File: src/rtl/bdcc_pkg.sv
// Shared constants for the button debounce and click classifier.
package bdcc_pkg;

    localparam int unsigned TIME_W  = 32;
    localparam int unsigned CFG_W   = 16;
    localparam int unsigned EVENT_W = 2;
    localparam int unsigned COUNT_W = 2;
    localparam int unsigned ADDR_W  = 3;
    localparam int unsigned DATA_W  = 32;

    localparam logic [CFG_W-1:0] DEBOUNCE_RESET = CFG_W'(50);
    localparam logic [CFG_W-1:0] WINDOW_RESET   = CFG_W'(500);

    localparam logic [EVENT_W-1:0] EVENT_NONE   = 2'd0;
    localparam logic [EVENT_W-1:0] EVENT_SINGLE = 2'd1;
    localparam logic [EVENT_W-1:0] EVENT_DOUBLE = 2'd2;

    localparam logic [COUNT_W-1:0] COUNT_MAX = 2'd3;

    // Register index, taken from paddr word bit
    localparam logic REG_DEBOUNCE = 1'b0;
    localparam logic REG_WINDOW   = 1'b1;

endpackage

File: src/rtl/button_debounce_click_classifier_core.sv
// Button debounce and single/double click classifier, top level.
//
// Each transfer on the input channel carries one sample of the raw button
// level and a free-running millisecond timestamp; each sample yields exactly
// one result transfer with the click event (none, single, double-or-more)
// and the debounced level after that sample. All time differences are
// modulo 2^32, so the timestamp may wrap. A raw level change restarts the
// debounce timer; a level held strictly longer than debounce_ms becomes
// the debounced level. Debounced rising edges count presses (saturating at
// 3); once more than click_window_ms has passed since the first press the
// group is reported and the count clears. Two registers stand between input
// and output: the sample lands in the input register when it is taken, and
// compare and subtract logic feeds the result register, which also updates
// the tracking state, when that item moves on; the input register holds it
// while the output is stalled. A new sample can be taken every cycle while
// the output is not stalled; throughput is one item per clock, limited
// only by the output stall. Registers (APB, 32-bit data, pready always
// high): 0x0 debounce_ms, 0x4 click_window_ms, low 16 bits kept. Write
// configuration only while the block is idle.
module button_debounce_click_classifier_core
    import bdcc_pkg::*;
(
    input  logic               i_clk,
    input  logic               i_rst_n,
    // input channel
    input  logic               i_in_valid,
    output logic               o_in_stall,
    input  logic               i_raw_level,
    input  logic [TIME_W-1:0]  i_time_ms,
    // result channel
    output logic               o_out_valid,
    input  logic               i_out_stall,
    output logic [EVENT_W-1:0] o_click_event,
    output logic               o_stable_level,
    // configuration
    input  logic               psel,
    input  logic               penable,
    input  logic               pwrite,
    input  logic [ADDR_W-1:0]  paddr,
    input  logic [DATA_W-1:0]  pwdata,
    output logic [DATA_W-1:0]  prdata,
    output logic               pready
);

    // configuration registers
    logic [CFG_W-1:0] r_debounce_ms;
    logic [CFG_W-1:0] r_window_ms;
    logic             cfg_wr;

    // input stage
    logic              r_s1_valid;
    logic              r_s1_raw;
    logic [TIME_W-1:0] r_s1_time;

    // tracking state
    logic               r_debounced;
    logic               r_prev_raw;
    logic [TIME_W-1:0]  r_last_change;
    logic [COUNT_W-1:0] r_press_count;
    logic [TIME_W-1:0]  r_first_press;

    // result stage
    logic               r_out_valid;
    logic [EVENT_W-1:0] r_event;
    logic               r_stable;

    // next-state values
    logic               n_debounced;
    logic [TIME_W-1:0]  n_last_change;
    logic [COUNT_W-1:0] n_press_count;
    logic [TIME_W-1:0]  n_first_press;
    logic [EVENT_W-1:0] n_event;
    logic [TIME_W-1:0]  since_change;
    logic [TIME_W-1:0]  since_first;
    logic [COUNT_W-1:0] count_after_press;

    logic adv_out;
    logic take_in;

    // ---------------------------------------------------------------
    // APB: write on access phase, read mux is combinational
    // ---------------------------------------------------------------
    assign pready = 1'b1;
    assign cfg_wr = psel & penable & pwrite & pready;

    always_ff @(posedge i_clk) begin
        if (!i_rst_n) begin
            r_debounce_ms <= DEBOUNCE_RESET;
            r_window_ms   <= WINDOW_RESET;
        end else if (cfg_wr) begin
            if (paddr[2] == REG_DEBOUNCE) begin
                r_debounce_ms <= pwdata[CFG_W-1:0];
            end else begin
                r_window_ms <= pwdata[CFG_W-1:0];
            end
        end
    end

    always_comb begin
        if (paddr[2] == REG_WINDOW) begin
            prdata = {{(DATA_W-CFG_W){1'b0}}, r_window_ms};
        end else begin
            prdata = {{(DATA_W-CFG_W){1'b0}}, r_debounce_ms};
        end
    end

    // ---------------------------------------------------------------
    // Flow control: result register moves when empty or taken;
    // input register refills whenever its item moves on.
    // ---------------------------------------------------------------
    assign adv_out    = r_s1_valid & (~r_out_valid | ~i_out_stall);
    assign o_in_stall = r_s1_valid & ~adv_out;
    assign take_in    = i_in_valid & ~o_in_stall;

    always_ff @(posedge i_clk) begin
        if (!i_rst_n) begin
            r_s1_valid <= 1'b0;
        end else if (take_in) begin
            r_s1_valid <= 1'b1;
        end else if (adv_out) begin
            r_s1_valid <= 1'b0;
        end
    end

    always_ff @(posedge i_clk) begin
        if (take_in) begin
            r_s1_raw  <= i_raw_level;
            r_s1_time <= i_time_ms;
        end
    end

    // ---------------------------------------------------------------
    // Debounce and click classification for the sample in stage 1
    // ---------------------------------------------------------------
    always_comb begin
        n_last_change = (r_s1_raw != r_prev_raw) ? r_s1_time : r_last_change;
        since_change  = r_s1_time - n_last_change;

        n_debounced   = r_debounced;
        n_press_count = r_press_count;
        n_first_press = r_first_press;

        count_after_press = (r_press_count == COUNT_MAX) ? r_press_count
                                                         : r_press_count + 2'd1;

        // level held strictly longer than the debounce delay
        if (since_change > {{(TIME_W-CFG_W){1'b0}}, r_debounce_ms}) begin
            if (r_s1_raw != r_debounced) begin
                n_debounced = r_s1_raw;
                if (r_s1_raw) begin
                    if (r_press_count == '0) begin
                        n_first_press = r_s1_time;
                    end
                    n_press_count = count_after_press;
                end
            end
        end

        // window test sees a press accepted on this same sample
        since_first = r_s1_time - n_first_press;
        n_event     = EVENT_NONE;
        if ((n_press_count != '0) &&
            (since_first > {{(TIME_W-CFG_W){1'b0}}, r_window_ms})) begin
            n_event       = (n_press_count == 2'd1) ? EVENT_SINGLE : EVENT_DOUBLE;
            n_press_count = '0;
        end
    end

    always_ff @(posedge i_clk) begin
        if (!i_rst_n) begin
            r_debounced   <= 1'b0;
            r_prev_raw    <= 1'b0;
            r_last_change <= '0;
            r_press_count <= '0;
            r_first_press <= '0;
        end else if (adv_out) begin
            r_debounced   <= n_debounced;
            r_prev_raw    <= r_s1_raw;
            r_last_change <= n_last_change;
            r_press_count <= n_press_count;
            r_first_press <= n_first_press;
        end
    end

    // ---------------------------------------------------------------
    // Result register
    // ---------------------------------------------------------------
    always_ff @(posedge i_clk) begin
        if (!i_rst_n) begin
            r_out_valid <= 1'b0;
        end else if (adv_out) begin
            r_out_valid <= 1'b1;
        end else if (~i_out_stall) begin
            r_out_valid <= 1'b0;
        end
    end

    always_ff @(posedge i_clk) begin
        if (adv_out) begin
            r_event  <= n_event;
            r_stable <= n_debounced;
        end
    end

    assign o_out_valid    = r_out_valid;
    assign o_click_event  = r_event;
    assign o_stable_level = r_stable;

endmodule

File: config.mk
export PLATFORM = sky130hd
export DESIGN_NAME = button_debounce_click_classifier_core
export DESIGN_NICKNAME = d
export VERILOG_FILES = /design/src/rtl/bdcc_pkg.sv /design/src/rtl/button_debounce_click_classifier_core.sv
export SDC_FILE = /design/constraint.sdc
export NUM_CORES = 1
export LEC_CHECK = 0
export ABC_AREA = 0
export BUFFER_PORTS_ARGS = -buffer_cell sky130_fd_sc_hd__buf_2
export CAP_MARGIN = 20
export CELL_PAD_IN_SITES_DETAIL_PLACEMENT = 0
export CELL_PAD_IN_SITES_GLOBAL_PLACEMENT = 1
export CORE_MARGIN = 3
export CORE_UTILIZATION = 45
export DETAILED_ROUTE_END_ITERATION = 16
export PLACE_DENSITY = 0.88
export RECOVER_POWER = 25
export SETUP_SLACK_MARGIN = 0.2
export SYNTH_ARGS = -nofsm -noshare
export SYNTH_HDL_FRONTEND = slang
export SYNTH_SLANG_ARGS = --single-unit
File: constraint.sdc
create_clock -name i_clk -period 14.5 [get_ports i_clk]
set_clock_uncertainty 0.1 [all_clocks]
set_input_delay 2.9 -clock i_clk [delete_from_list [all_inputs] [get_ports i_clk]]
set_output_delay 2.9 -clock i_clk [all_outputs]
set_load 0.01 [all_outputs]
# After elaboration in Yosys (flattened, before gate mapping)
# Cells that the tools add are included.
# totals
regBits	138
input_bits	75
elab_cells	58
# classes
add_sub_neg	3
magnitude_cmp	2
eq_ne	5
mux	18
n_bitwise	11
reduce_logical	6
# ops
op	count
$mux 32	5
$gt 32x16->1	2
$sub 32x32->32	2
$mux 16	1
$mux 2	6
$mux 1	6
$and 1x1->1	5
$not 1->1	5
$reduce_and 2->1	2
$reduce_bool 2->1	2
$add 2x1->2 const B	1
$eq 2x1->1 const B	1
$eq 2x2->1 const B	1
$logic_not 2->1	1
$ne 1x1->1	2
$ne 2x1->1 const B	1
$logic_and 1x1->1	1
$or 1x1->1	1

# Longest topological paths before layout
# Gate-level depths: netlist of run 1.
# logic_depth
depth_word	9
mapped_depth	59
ltp_nobuf	54

# Worst setup path before layout of run 1
# Ideal clock, no wire load.
# synth_path
path_kind	register to register
start	register r_s1_raw
end	register r_event[0], in the netlist o_click_event[0], data pin
setup_time_ns	0.255
arrival_ns	10.243
required_ns	14.145
path_slack_ns	3.902
path_stages_with_launch	51
path_buffers	5
cell_sequence	edfxtp_1 xor2_2 buf_2 buf_1 mux2i_1 ha_1 clkbuf_1 and3_1 and2_1 a21o_1 a21o_1 xor2_1 ha_1 nand4_1 nor4_1 a31o_2 nand4b_1 nor4b_1 [... 15 more ...] o31a_1 mux2i_4 xor2_1 ha_1 nand4_1 nor2_1 a21oi_1 nand2_1 a21oi_1 o21ai_0 a21oi_1 o2111ai_1 nor3_1 nand3_1 nor4_1 nand4_1 or4_4 and3_1
# synth_via
elab_chain_len	8
# synth_lines
item	line_no	rtl
start: declaration	button_debounce_click_classifier_core.sv:52	logic r_s1_raw;
start signal: assignment	button_debounce_click_classifier_core.sv:127	r_s1_raw <= i_raw_level;
$ne 1x1->1	button_debounce_click_classifier_core.sv:136	n_last_change = (r_s1_raw != r_prev_raw) ? r_s1_time : r_last_change;
$mux 32	button_debounce_click_classifier_core.sv:136	
$sub 32x32->32	button_debounce_click_classifier_core.sv:137	since_change = r_s1_time - n_last_change;
$gt 32x16->1	button_debounce_click_classifier_core.sv:147	if (since_change > {{(TIME_W-CFG_W){1'b0}}, r_debounce_ms}) begin
$mux 32 *	button_debounce_click_classifier_core.sv:147	
net n_first_press[0]	button_debounce_click_classifier_core.sv:71	logic [TIME_W-1:0] n_first_press;
$sub 32x32->32 *	button_debounce_click_classifier_core.sv:160	since_first = r_s1_time - n_first_press;
$gt 32x16->1 *	button_debounce_click_classifier_core.sv:163	(since_first > {{(TIME_W-CFG_W){1'b0}}, r_window_ms})) begin
$logic_and 1x1->1 *	button_debounce_click_classifier_core.sv:162	if ((n_press_count != '0) &&
end signal: assignment	button_debounce_click_classifier_core.sv:200	r_event <= n_event;
end: declaration	button_debounce_click_classifier_core.sv:64	logic [EVENT_W-1:0] r_event;
# The timed path passes the listed nets; every way through them passes the cells marked *.
# A chain may end at the register's enable or synchronous reset.

# Worst setup path after layout of run 1
# layout_path
start	register r_s1_raw
end	register r_event[0], in the netlist o_click_event[0], data pin
# layout_via
elab_chain_len	8
# layout_lines
item	line_no	rtl
$ne 1x1->1	button_debounce_click_classifier_core.sv:136	
$mux 32	button_debounce_click_classifier_core.sv:136	
net n_last_change[0]	button_debounce_click_classifier_core.sv:69	logic [TIME_W-1:0] n_last_change;
$sub 32x32->32	button_debounce_click_classifier_core.sv:137	
$gt 32x16->1	button_debounce_click_classifier_core.sv:147	
$mux 32	button_debounce_click_classifier_core.sv:147	
net n_first_press[0]	button_debounce_click_classifier_core.sv:71	
$sub 32x32->32	button_debounce_click_classifier_core.sv:160	
$gt 32x16->1	button_debounce_click_classifier_core.sv:163	
$logic_and 1x1->1	button_debounce_click_classifier_core.sv:162	
# The timed path passes the listed nets, and every way through them passes these cells.

==> metrics.txt, run 1 <==
Final Critical Period=12.27 ns; DIE WIDTH=167 µm; vias=10900; sequential area share after synthesis=26.8%; Max Slew Vio Count=103; WL/cell=18.3 µm; Max Freq=81.5 MHz; Post-synth EDFFs=36; status=finished with violations; Peak VDD IR=0.0914 mV; die area=0.0279 mm²; DP HPWL=26.0 mm; post-CTS sizing=0; Pre-antenna DRT Iters=6; Mapped Cells=1478; Mapped Area=0.0117 mm²; DRT iter0 DRCs=851; Setup Fix Bufs, Post-CTS=0; All-Layer GR Usage=23.6%; CP arrival=12.35 ns; number of buffers created by CTS=17; HP Class=reg2reg; most frequent cell after synthesis=nand2_1; Max-Cap Viols=1; Crit path top cell by count=o21ai_0; Total Wirelength=33.7 mm; highest net fanout along the worst path=35; pin count of the biggest net entering global routing=103; unrepaired setup endpoints after global routing=no; vias in the first global route=10200; critical path's largest stage delay=0.67 ns; Yosys cell types=93; CP Capture Type=register; area grow syn2layout=8.97%; area leader, netlist=dfxtp_1; CTS Hold Buffers Added=0; final worst slack=2.23 ns; CORE AREA=0.0253 mm²; Final Hold Fails=0; proportion of layout cells with a drive suffix above 1=9.73%; Comb pwr share=35.5%; CTS tree=yes; Initial Util=46.0%; kind of critical path=reg2reg; Final Setup Violations=0; Antenna Nets Post-Route=0; first-pass GRT wire length=53.7 mm; DRC=0; Net Sw Frac=37.9%; synth top area cells=dfxtp_1 18%, edfxtp_1 9.3%, ha_1 8.7%; PwrDens=107 mW/mm²; Root Driver=clkbuf_16; row count=58; Top FF cell, synth=dfxtp_1; Clock Latency Late Sink=0.43 ns; total net switching power=514 µW; LEAKAGE=0.00552 µW; clock buffer depth=2; Syn. warnings=0; Final Net Count=1655; worst slew pin tran=4.32 ns; failing checks=max-capacitance violations, max-slew violations; WP data required=14.59 ns; IO buf count=77; post-synth top area share=17.5%; IO Pins=113; Die Span Y=167 µm; CTS sink count=138; period utilization=84.6%; Critical Path Start Type=register; setup TNS=0 ns; clock group share of total power=32.2%; diode count=0; DP Worst Slack=2.46 ns; Crit-path slowest cell=o21ai_4; Int Pwr=841 µW; remaining global-route overflow=0; H-tree levels=4; worst slew margin relative to its limit=-188%; vias per cell=5.93; clk slew on worst S/H paths=0.07 ns; Post-Layout Inst Area=0.0127 mm²; sequential share of power=32.4%; register bit total from synthesis=138; Async SR Flop Fraction=0%; area post-placement=0.0121 mm²; initial antenna violation count=0; GP Congestion=0.927; synth cell count leaders=240 x nand2_1, 102 x dfxtp_1, 95 x a21oi_1, 94 x nor2_1, 81 x ha_1; syn_area_per_cell=7.88 µm²
## power groups by stage
stage / clock network [µW] / logic [µW] / registers (µW)
2_1_floorplan: 0 / 367 / 435
3_3_place_gp: 0 / 467 / 445
3_5_place_dp: 0 / 472 / 447
4_1_cts: 443 / 475 / 438
5_1_grt: 456 / 535 / 441
6_report: 436 / 481 / 439
## cells in the final DEF (no fill, tap or decap), types with 9 or more instances in the layout
master / synthesis / final
a21oi_1: 95 / 95
a31oi_1: 18 / 18
a21boi_0: 42 / 42
xor2_1: 23 / 23
o21ai_0: 71 / 71
nand3_1: 23 / 23
clkbuf_16: 0 / 18
mux2i_1: 51 / 51
dfxtp_1: 102 / 102
conb_1: 2 / 17
inv_1: 61 / 61
nand4_1: 27 / 27
o21a_1: 17 / 17
nor2b_1: 33 / 32
nor3_1: 20 / 20
and3_1: 10 / 10
clkbuf_1: 57 / 9
o211ai_1: 23 / 23
nand2b_1: 27 / 27
xnor2_1: 29 / 29
or3_1: 12 / 12
nand2_1: 240 / 240
edfxtp_1: 36 / 36
buf_2: 13 / 70
a21o_1: 30 / 30
ha_1: 81 / 81
a211oi_1: 12 / 12
o22ai_1: 10 / 10
and2_1: 9 / 9
o211a_1: 47 / 47
nor2_1: 94 / 94
## per-stage QoR
stage,power (µW),cells,hold slack (ns),utilization (%)
finish,1360,1841,0.365,50.1
global route,1430,1841,0.396,50.1
CTS,1360,1841,0.370,50.2
detailed placement,918,1809,0.360,47.9
global placement,912,1809,0.353,47.9
floorplan,802,1493,0.343,-
## flip-flops by register name, summed over array words and instances, names as in the netlist, 2 cells and up
register       cells
o_click_event      2
r_press_count      2
r_window_ms       16
r_debounce_ms     16
r_last_change     32
r_first_press     32
r_s1_time         32
## worst max-delay path: cells and delay by family (launching register included)
kind | cells | cell delay (ns)
xor gates and xnor gates | 3 | 0.68
buffers and inverters | 2 | 0.37
DFF | 1 | 0.53
AOI/OAI and AO/OA | 21 | 4.87
and+or+nand+nor | 15 | 2.95
muxes | 1 | 0.22
adders and majority gates | 7 | 2.30
## routing by layer
layer,global-route usage [%],vias up,part of all wire (%)
met1,33.1,5185,46
met5,0,-,0
met2,38.3,322,46
li1,-,5359,-
met3,2.73,44,5.7
met4,7.03,0,1.8
## final cells by class
type | count | area [µm²]
clock inverter | 13 | 125
tap | 330 | 413
timing repair buffer | 85 | 433
sequential | 138 | 3120
clock buffer | 19 | 454
inverter | 62 | 233
fill | 2440 | 12600
multi-input combinational | 1194 | 7920
## path summary, 6_finish.rpt
kind,start,slack (ns),cells past startpoint,end
setup reg to reg,r_s1_raw,2.23,49,o_click_event[0]
hold reg to reg,r_debounce_ms[6],0.36,2,r_debounce_ms[6]
setup / recovery,r_s1_raw,2.23,49,o_click_event[0]
hold / removal,r_debounce_ms[6],0.36,2,r_debounce_ms[6]
## logic make-up after synthesis
kind of cell | after synthesis | share of synthesized area, %
compound gates | 447 | 27.1
simple gates | 530 | 21.3
other cells | 2 | 0.0645
xor+xnor | 54 | 4.19
mux | 57 | 5.11
flops | 138 | 26.8
fa+ha+maj | 89 | 9.48
buf+inv | 161 | 5.97
(Power assumes the default switching activity.)
==> inputs of run 2 (changes only) <==
Settings changed: CORE_UTILIZATION 45 to 41, PLACE_DENSITY 0.88 to 0.85.
Clock period 14.5 ns to 10.2 ns, I/O delays scaled along.
==> run 2 against run 1 <==
  * The run still ends with max-capacitance violations, max-slew violations left
  * Clock-buffer cell count is the same
  * Hold slack gained 0.0039 ns
  * Critical path type unchanged
  * Via count rose by 8.3%
  * Largest cell class unchanged
  * Sequential power rose by 41%
  * Combinational power up 88%
  * Wire length is 8.6% higher
  * Core utilization increased by 3.4 points
==> metrics.txt, run 2 (synthesized netlist as in run 1, its figures left out) <==
highest net fanout along the worst path=16 (was 35); Initial Util=41.8% (was 46.0%); kind of critical path=reg2reg (unchanged); Clock Latency Late Sink=0.44 ns (was 0.43 ns); HP Class=reg2reg (unchanged); Post-Layout Inst Area=0.0149 mm² (was 0.0127 mm²); DRC=0 (unchanged); PwrDens=148 mW/mm² (was 107 mW/mm²); row count=61 (was 58); die area=0.0305 mm² (was 0.0279 mm²); Largest regs=r_first_press (32), r_last_change (32), r_s1_time (32) (unchanged); Final Setup Violations=0 (unchanged); worst slew pin tran=4.33 ns (was 4.32 ns); initial antenna violation count=0 (unchanged); diode count=0 (unchanged); vias per cell=5.59 (was 5.93); CTS Hold Buffers Added=0 (unchanged); unrepaired setup endpoints after global routing=yes (was no); worst slew margin relative to its limit=-189% (was -188%); final core utilization=53.5% (was 50.1%); WP data required=10.29 ns (was 14.59 ns); number of buffers created by CTS=17 (unchanged); vias=11800 (was 10900); Fillers=2593 (was 2440); CP arrival=10.14 ns (was 12.35 ns); H-tree levels=4 (unchanged); IO Pins=113 (unchanged); Min Hold Slack=0.369 ns (was 0.365 ns); area grow syn2layout=28.0% (was 8.97%); Top delay family on crit path=compound AO/OA/AOI/OAI gates (unchanged); All-Layer GR Usage=23.3% (was 23.6%); setup TNS=0 ns (unchanged); most frequent cells in the layout=236 x nand2_1, 223 x buf_4, 101 x dfxtp_1 (was 240 x nand2_1, 102 x dfxtp_1, 95 x a21oi_1); area post-placement=0.0136 mm² (was 0.0121 mm²); Final Net Count=1880 (was 1655); Die Span Y=175 µm (was 167 µm); clk slew on worst S/H paths=0.06 ns (was 0.07 ns); Max Freq=99.5 MHz (was 81.5 MHz); failing checks=max-capacitance violations, max-slew violations (unchanged); Max Slew Vio Count=103 (unchanged); period utilization=98.6% (was 84.6%); Antenna Nets Post-Route=0 (unchanged); IO buf count=77 (unchanged); CORE AREA=0.0279 mm² (was 0.0253 mm²); remaining global-route overflow=0 (unchanged); Crit-path slowest cell=or4_4 (was o21ai_4); CTS sink count=138 (unchanged); status=finished with violations (unchanged); LEAKAGE=0.00668 µW (was 0.00552 µW); pin count of the biggest net entering global routing=103 (unchanged); WL/cell=17.3 µm (was 18.3 µm); clock buffer depth=2 (unchanged); Peak VDD IR=0.0995 mV (was 0.0914 mV); Pre-antenna DRT Iters=5 (was 6); Critical Path Start Type=register (unchanged); vias in the first global route=11300 (was 10200); CTS tree=yes (unchanged); first-pass GRT wire length=57.4 mm (was 53.7 mm); CP bufs+invs=9 (was 2); CP Capture Type=register (unchanged); GP Congestion=0.935 (was 0.927); DRT iter0 DRCs=1083 (was 851); DP HPWL=27.9 mm (was 26.0 mm); Crit path top cell by count=buf_4 (was o21ai_0); Final Hold Fails=0 (unchanged); Final Critical Period=10.05 ns (was 12.27 ns); Max-Cap Viols=1 (unchanged); proportion of layout cells with a drive suffix above 1=24.9% (was 9.73%); commonest non-fill, non-tap cell in the layout=nand2_1 (unchanged); Root Driver=clkbuf_16 (unchanged); Total Wirelength=36.6 mm (was 33.7 mm); critical path's largest stage delay=0.46 ns (was 0.67 ns); DIE WIDTH=175 µm (was 167 µm)
[run 2: worst reg2reg max path, delay by kind of cell (launching register included)]
kind / cells / cell delay (ns)
adders and majority gates: 3 / 0.94
buffers and inverters: 9 / 1.33
AOI/OAI and AO/OA: 22 / 3.70
muxes: 2 / 0.48
xor gates and xnor gates: 1 / 0.18
and+or+nand+nor: 16 / 2.63
DFF: 1 / 0.42
[run 2: through the flow]
stage / std cells / power, µW / worst slack [ns]
after floorplan: 1493 / 1140 / 0.241
after global placement: 2036 / 1420 / -0.343
after detailed placement: 2037 / 1430 / -0.339
after CTS: 2107 / 2180 / 0.122
after global routing: 2114 / 2330 / -0.415
final: 2114 / 2210 / 0.146
[run 2: area by class of cell]
cell class | instances | area [µm²] | share of cell area, %
well taps | 378 | 473 | 3.17
inverters | 62 | 233 | 1.56
multi-input cells | 1194 | 8260 | 55.4
flip-flops and latches | 138 | 3120 | 21.0
repair buffers | 310 | 2180 | 14.6
clock buffers | 19 | 454 | 3.05
clock inverters | 13 | 181 | 1.22
[run 2: path summary, 6_finish.rpt]
check / from / endpoint / slack [ns] / cells after the start
min reg2reg: r_debounce_ms[6] / r_debounce_ms[6] / 0.37 / 2
max reg2reg: r_s1_raw / o_click_event[1] / 0.15 / 53
max: r_s1_raw / o_click_event[1] / 0.15 / 53
min: r_debounce_ms[6] / r_debounce_ms[6] / 0.37 / 2
[run 2: per-layer routing]
layer  share of wire (%)  global-route usage (%)
met4                 2.3                    7.01
met2                  46                    38.7
met3                 6.6                    4.24
met1                  45                    30.9
met5                   0                       0
[run 2: timing repair]
item	CTS	global route
setup endpoints to repair	4	4
buffers inserted	38	7
hold endpoints to repair	0	0
resized for setup	60	30
pin swaps	50	54
[run 2: power by group]
part | leakage [µW] | switching [µW] | internal (µW) | total (µW)
combinational | 0.00518 | 481 | 425 | 906
clock | 0.000310 | 274 | 407 | 682
sequential | 0.00118 | 28.4 | 592 | 620
total | 0.00668 | 783 | 1420 | 2210
